--- src/design/mpfc_pkg.sv ---
// shared constants, codes and types of the multi polygon fence check block
// depends on nothing
package mpfc_pkg;

    localparam int NUM_FENCES   = 8;
    localparam int MAX_VERTICES = 32;
    localparam int COORD_W      = 24;
    localparam int MIN_VERTS    = 3;

    localparam int TABLE_DEPTH = NUM_FENCES * MAX_VERTICES;
    localparam int ADDR_W      = $clog2(TABLE_DEPTH);
    localparam int FENCE_W     = (NUM_FENCES > 1) ? $clog2(NUM_FENCES) : 1;
    localparam int VIDX_W      = $clog2(MAX_VERTICES);
    localparam int CNT_W       = $clog2(MAX_VERTICES + 1);
    localparam int DIFF_W      = COORD_W + 1;
    localparam int PROD_W      = 2 * DIFF_W;

    // fixed payload field widths
    localparam int FUNC_W     = 2;
    localparam int SLOT_W     = 3;
    localparam int INDEX_W    = 5;
    localparam int COUNT_IN_W = 6;
    localparam int TAG_W      = 16;
    localparam int MASK_W     = 8;

    typedef enum logic [FUNC_W-1:0] {
        FUNC_WRITE_VERTEX = 2'd0,
        FUNC_SET_HEADER   = 2'd1,
        FUNC_CHECK        = 2'd2,
        FUNC_CLEAR_ALL    = 2'd3
    } t_func;

    typedef struct packed {
        logic signed [COORD_W-1:0] x;
        logic signed [COORD_W-1:0] y;
    } t_vertex;

    typedef struct packed {
        logic done;
        logic hit;
    } t_edge_stat;

    typedef enum logic [2:0] {
        S_IDLE,
        S_FENCE,
        S_PREV,
        S_LOAD,
        S_EDGE,
        S_OUT
    } t_seq_state;

    typedef enum logic [1:0] {
        E_IDLE,
        E_MUL_A,
        E_MUL_B,
        E_CMP
    } t_edge_state;

endpackage

--- src/design/mpfc_edge_unit.sv ---
// shared edge crossing unit: one multiplier used twice per edge, then a compare
// depends on mpfc_pkg
module mpfc_edge_unit (
    input  logic                   i_clk,
    input  logic                   i_rst_n,
    input  logic                   i_start,
    input  mpfc_pkg::t_vertex      i_point,
    input  mpfc_pkg::t_vertex      i_prev,
    input  mpfc_pkg::t_vertex      i_cur,
    output mpfc_pkg::t_edge_stat   o_stat
);

    localparam int DW = mpfc_pkg::DIFF_W;
    localparam int PW = mpfc_pkg::PROD_W;

    mpfc_pkg::t_edge_state r_state;
    mpfc_pkg::t_edge_state n_state;

    logic signed [mpfc_pkg::COORD_W-1:0] w_px, w_py, w_xi, w_yi, w_xj, w_yj;
    logic signed [DW-1:0] w_a, w_c, w_dy, w_ey;
    logic signed [DW-1:0] r_a, r_b, r_c, r_d;
    logic signed [DW-1:0] w_ma, w_mb;
    logic signed [PW-1:0] w_prod;
    logic signed [PW-1:0] r_p1, r_p2;
    logic                 r_cross;

    assign w_px = i_point.x;
    assign w_py = i_point.y;
    assign w_xi = i_cur.x;
    assign w_yi = i_cur.y;
    assign w_xj = i_prev.x;
    assign w_yj = i_prev.y;

    // edge differences, widened by one bit
    assign w_a  = DW'(w_px) - DW'(w_xi);
    assign w_c  = DW'(w_xj) - DW'(w_xi);
    assign w_dy = DW'(w_yj) - DW'(w_yi);
    assign w_ey = DW'(w_py) - DW'(w_yi);

    // shared multiplier: (px-xi)*|dy| first, then (xj-xi)*ey with the sign of dy folded in
    assign w_ma   = (r_state == mpfc_pkg::E_MUL_A) ? r_a : r_c;
    assign w_mb   = (r_state == mpfc_pkg::E_MUL_A) ? r_b : r_d;
    assign w_prod = PW'(w_ma) * PW'(w_mb);

    // next state
    always_comb begin
        n_state = r_state;
        unique case (r_state)
            mpfc_pkg::E_IDLE:  if (i_start) n_state = mpfc_pkg::E_MUL_A;
            mpfc_pkg::E_MUL_A: n_state = mpfc_pkg::E_MUL_B;
            mpfc_pkg::E_MUL_B: n_state = mpfc_pkg::E_CMP;
            mpfc_pkg::E_CMP:   n_state = mpfc_pkg::E_IDLE;
            default:           n_state = mpfc_pkg::E_IDLE;
        endcase
    end

    // status outputs
    always_comb begin
        o_stat.done = 1'b0;
        o_stat.hit  = 1'b0;
        unique case (r_state)
            mpfc_pkg::E_CMP: begin
                o_stat.done = 1'b1;
                o_stat.hit  = r_cross && (r_p1 < r_p2);
            end
            default: begin
                o_stat.done = 1'b0;
                o_stat.hit  = 1'b0;
            end
        endcase
    end

    always_ff @(posedge i_clk) begin
        if (!i_rst_n) begin
            r_state <= mpfc_pkg::E_IDLE;
        end else begin
            r_state <= n_state;
        end
    end

    // operand capture with the sign of dy folded in, then the two products
    always_ff @(posedge i_clk) begin
        case (r_state)
            mpfc_pkg::E_IDLE: begin
                if (i_start) begin
                    r_cross <= (w_yi > w_py) != (w_yj > w_py);
                    r_a     <= w_a;
                    r_c     <= w_c;
                    r_b     <= w_dy[DW-1] ? -w_dy : w_dy;
                    r_d     <= w_dy[DW-1] ? -w_ey : w_ey;
                end
            end
            mpfc_pkg::E_MUL_A: r_p1 <= w_prod;
            mpfc_pkg::E_MUL_B: r_p2 <= w_prod;
            default: ;
        endcase
    end

endmodule

--- config.mk ---
export PLATFORM = sky130hd
export DESIGN_NAME = mpfc_edge_unit
export DESIGN_NICKNAME = d
export VERILOG_FILES = /design/src/design/mpfc_pkg.sv /design/src/design/mpfc_edge_unit.sv
export SDC_FILE = /design/constraint.sdc
export NUM_CORES = 2
export LEC_CHECK = 0
export CAP_MARGIN = 25
export CORE_ASPECT_RATIO = 0.75
export CORE_MARGIN = 4
export CORE_UTILIZATION = 35
export DETAILED_ROUTE_END_ITERATION = 16
export DONT_BUFFER_PORTS = 1
export SLEW_MARGIN = 5
export SYNTH_ARGS = -nofsm -noshare
export SYNTH_HDL_FRONTEND = slang
export SYNTH_SLANG_ARGS = --single-unit
--- constraint.sdc ---
create_clock -name i_clk -period 12.9 [get_ports i_clk]
set_input_delay 0 -clock i_clk [delete_from_list [all_inputs] [get_ports i_clk]]
set_output_delay 0 -clock i_clk [all_outputs]
set_load 0.01 [all_outputs]
==> out/results.tsv <==
stage	metric	value	unit
status	outcome	finished, final reports clean	
routing	avgRoutedWirePerCell	18.4	um
synth	synth_seq_cells	203	
setup_path	critPathMaxFanout	45	
clock_tree	cts_hold_repair.buffers	142	
synth	synth_enable_flop_cells	201	
sta	timing.fmax	107	MHz
layout	fillCellCount	10306	
placed_design	placement.io_buffers	0	
synth	post_synthesis_share_of_cell_area_spent_on_full_adders_half_adders_and_majority_gates	46.7	%
routing	drt_pre_antenna_iters	5	
synth	synth_top_family_by_area	adder cells	
synth	synth_compound_gate_area_share	8.45	%
sta	fin_crit_sh	72.4	%
sta	timing.final.setup_violations	0	
sta	slew-limit-headroom	29.2	%
sta	timing.final.ws_setup	3.57	ns
sta	whs	0.00818	ns
die	core_area	104000	um^2
die	die_height	289	um
clock_tree	tritoncts_clock_tree	yes	
setup_path	worst_path_most_repeated_cell	sky130_fd_sc_hd__fa_1	
synth	post_synth_num_cell_types	77	
clock_tree	clk-insertion-delay-late	0.60	ns
sta	fin_skew	0.0507	ns
global_routing	number_of_antenna_violations_at_the_first_check_in_global_routing	3	
routing	via_density_per_instance	5.05	
synth	synth.area.mux_share	2.88	%
clock_tree	clock_transition_at_the_registers_of_the_reported_paths	0.06	ns
sta	timing_hold_violations_final	0	
layout	drive_above_1_share	4.95	%
clock_tree	cts-root-buf	sky130_fd_sc_hd__clkbuf_16	
die	rows	102	
setup_path	critical_path_data_required_time	13.23	ns
placed_design	dp.cells	5219	
layout	sequential_cell_area	6080	um^2
global_routing	grt_pass1_vias	28574	
setup_path	timing_worst_setup_path_type	reg -> reg	
sta	final_max_slew_viol_count	0	
layout	fin_cells	5404	
die	pin_count	149	
sta	rsz0062_at_grt	no	
synth	mapped_cell_area	36900	um^2
min_path	hold_depth	3	
clock_tree	postCtsSetupRepairBufs	0	
synth	post_synth_inst_count	3883	
layout	layout.nets	5109	
setup_path	reg2regPathDepth	26	
synth	async_flop_share	0	%
synth	yosys_most_used_dff	sky130_fd_sc_hd__edfxtp_1	
sta	timing_worst_slew_pin_value	1.05	ns
layout	synthToLayoutAreaGrowth	11.0	%
synth	yosysWarningCount	0	
routing	num_vias	27300	
clock_tree	htreeDepth	1	
min_path	hp-class	in -> reg	
routing	wl	99400	um
die	full_die_area	111000	um^2
synth	synth_sequential_area_ratio	16.5	%
die	dieWidth	383	um
global_routing	grt.total_usage	18.5	%
clock_tree	cts_num_sinks	203	
setup_path	critical-path-top-delay-family	adder cells	
routing	drt_iter0_drc	2239	
clock_tree	ctsResizeCount	0	
placed_design	place_worst_setup_slack	3.72	ns
synth	post_synth_and_or_nand_nor_area_fraction	11.7	%
setup_path	setup.worst_path.end_class	register	
flow_run	cap_violations	0	
layout	total_area_of_multi_input_combinational_cells	27400	um^2
routing	drtAntennaViolNets	0	
placed_design	detailed_place_hpwl	81900	um
clock_tree	numCtsBuffers	22	
setup_path	start_kind	register	
synth	synth_xor_xnor_area_share	4.15	%
sta	fin_tns_setup	0	ns
synth	synthesis.nets	5009	
clock_tree	clk_path_buf_depth	3	
setup_path	cp_num_buf_inv	7	
setup_path	crit_cells	26	
synth	synth.avg_cell_area	9.50	um^2
global_routing	grt.overflow.total	0	
global_routing	grt_pass1_wl	161000	um
sta	period_needed	9.33	ns
routing	route.detailed.drc	0	
setup_path	arrival	9.66	ns
die	start_util	35.5	%
placed_design	place_congestion	0.915	
setup_path	crit_slowest_cell	sky130_fd_sc_hd__fa_1	
global_routing	maximum_number_of_pins_on_one_net_before_global_route_repair	58	
setup_path	slowest_delay	0.75	ns
placed cells by master, fill, tap and decap left out, drive strengths merged, types with 14 or more instances in the layout:
cell type,n
edfxtp,201
dlygate4sd3,142
nand2b,25
o21ai,78
o21a,26
nor2,400
nor3,25
and3,15
inv,832
mux2i,51
o21bai,17
xor2,55
fa,662
mux2,49
o31ai,18
ha,317
buf,53
a31oi,23
a21o,84
a21oi,134
nand4,22
clkbuf,31
nand2,386
xnor2,120
a211oi,16
nor2b,23
or2,14
nand3,39
synth_stat cells (all sizes together), types with 14 or more instances:
cell | instances | area share [%]
nand2 | 386 | 3.9
nand4 | 22 | 0.37
clkbuf | 111 | 1.1
o21bai | 17 | 0.35
a31oi | 23 | 0.39
and3 | 15 | 0.25
o21a | 26 | 0.53
o31ai | 18 | 0.41
or2 | 14 | 0.24
inv | 832 | 8.5
nor3 | 25 | 0.35
mux2i | 51 | 1.4
xor2 | 55 | 1.3
fa | 662 | 36
a211oi | 16 | 0.34
a21oi | 134 | 1.8
nand3 | 39 | 0.53
mux2 | 49 | 1.5
nor2b | 23 | 0.39
a21o | 84 | 1.7
nor2 | 400 | 4.1
o21ai | 78 | 1.1
ha | 317 | 11
nand2b | 25 | 0.42
xnor2 | 120 | 2.8
edfxtp | 201 | 16
worst register-to-register path, delay by kind of cell, from the launching register on:
kind                     cells  cell delay (ns)
multiplexers                 1             0.27
flip-flops                   1             0.34
adder cells (fa/ha/maj)      9             4.68
AND/OR/NAND/NOR              3             0.89
AO/OA/AOI/OAI                5             1.45
XOR/XNOR                     1             0.16
buffers and inverters        7             1.29
per-layer routing:
metal  GRT usage [%]  wire length (um)  vias up
met5               0                13        -
met4            3.26              2040        2
met3            3.89              8500      136
met2            29.9             44600      935
met1            26.0             44200    13810
li1                -                 -    12417
through the flow:
step / utilization [%] / cell area [um^2]
floorplan: - / 36900
finish: 39.4 / 40900
CTS: 39.4 / 40900
global route: 39.4 / 40900
global placement: 37.2 / 38700
detailed placement: 37.3 / 38700
kinds of logic after synthesis:
| logic type | Yosys count |
|---|---|
| DFF | 203 |
| buffers and inverters | 952 |
| AOI/OAI and AO/OA | 474 |
| adders and majority gates | 979 |
| xor gates and xnor gates | 175 |
| muxes | 100 |
| and+or+nand+nor | 1000 |
sequential cells by signal, indices dropped and copies added, names as in the netlist:
| name | count |
|---|---|
| r_p1 | 50 |
| r_c | 25 |
| r_b | 25 |
| r_d | 25 |
| r_p2 | 50 |
| r_cross | 1 |
| r_state | 2 |
| r_a | 25 |
final timing paths:
check             startpoint    endpoint  slack (ns)
setup / recovery  r_state[1]    r_p2[45]        3.57
hold / removal    i_point[6]      r_d[6]       0.008
setup reg to reg  r_state[1]    r_p2[45]        3.57
hold reg to reg   r_state[1]  r_state[1]        0.57
cell type report:
cell class	count	share of cell area, %
antenna	1	0.00611
multi-input combinational	2728	66.8
tap	1404	4.29
clock inverter	9	0.370
sequential	203	14.8
inverter	833	7.64
timing repair buffer	195	4.48
clock buffer	31	1.55
Power is left out: the tool's default activity adds up to more than one toggle a clock period on the data nets, which glitch-free logic cannot reach.
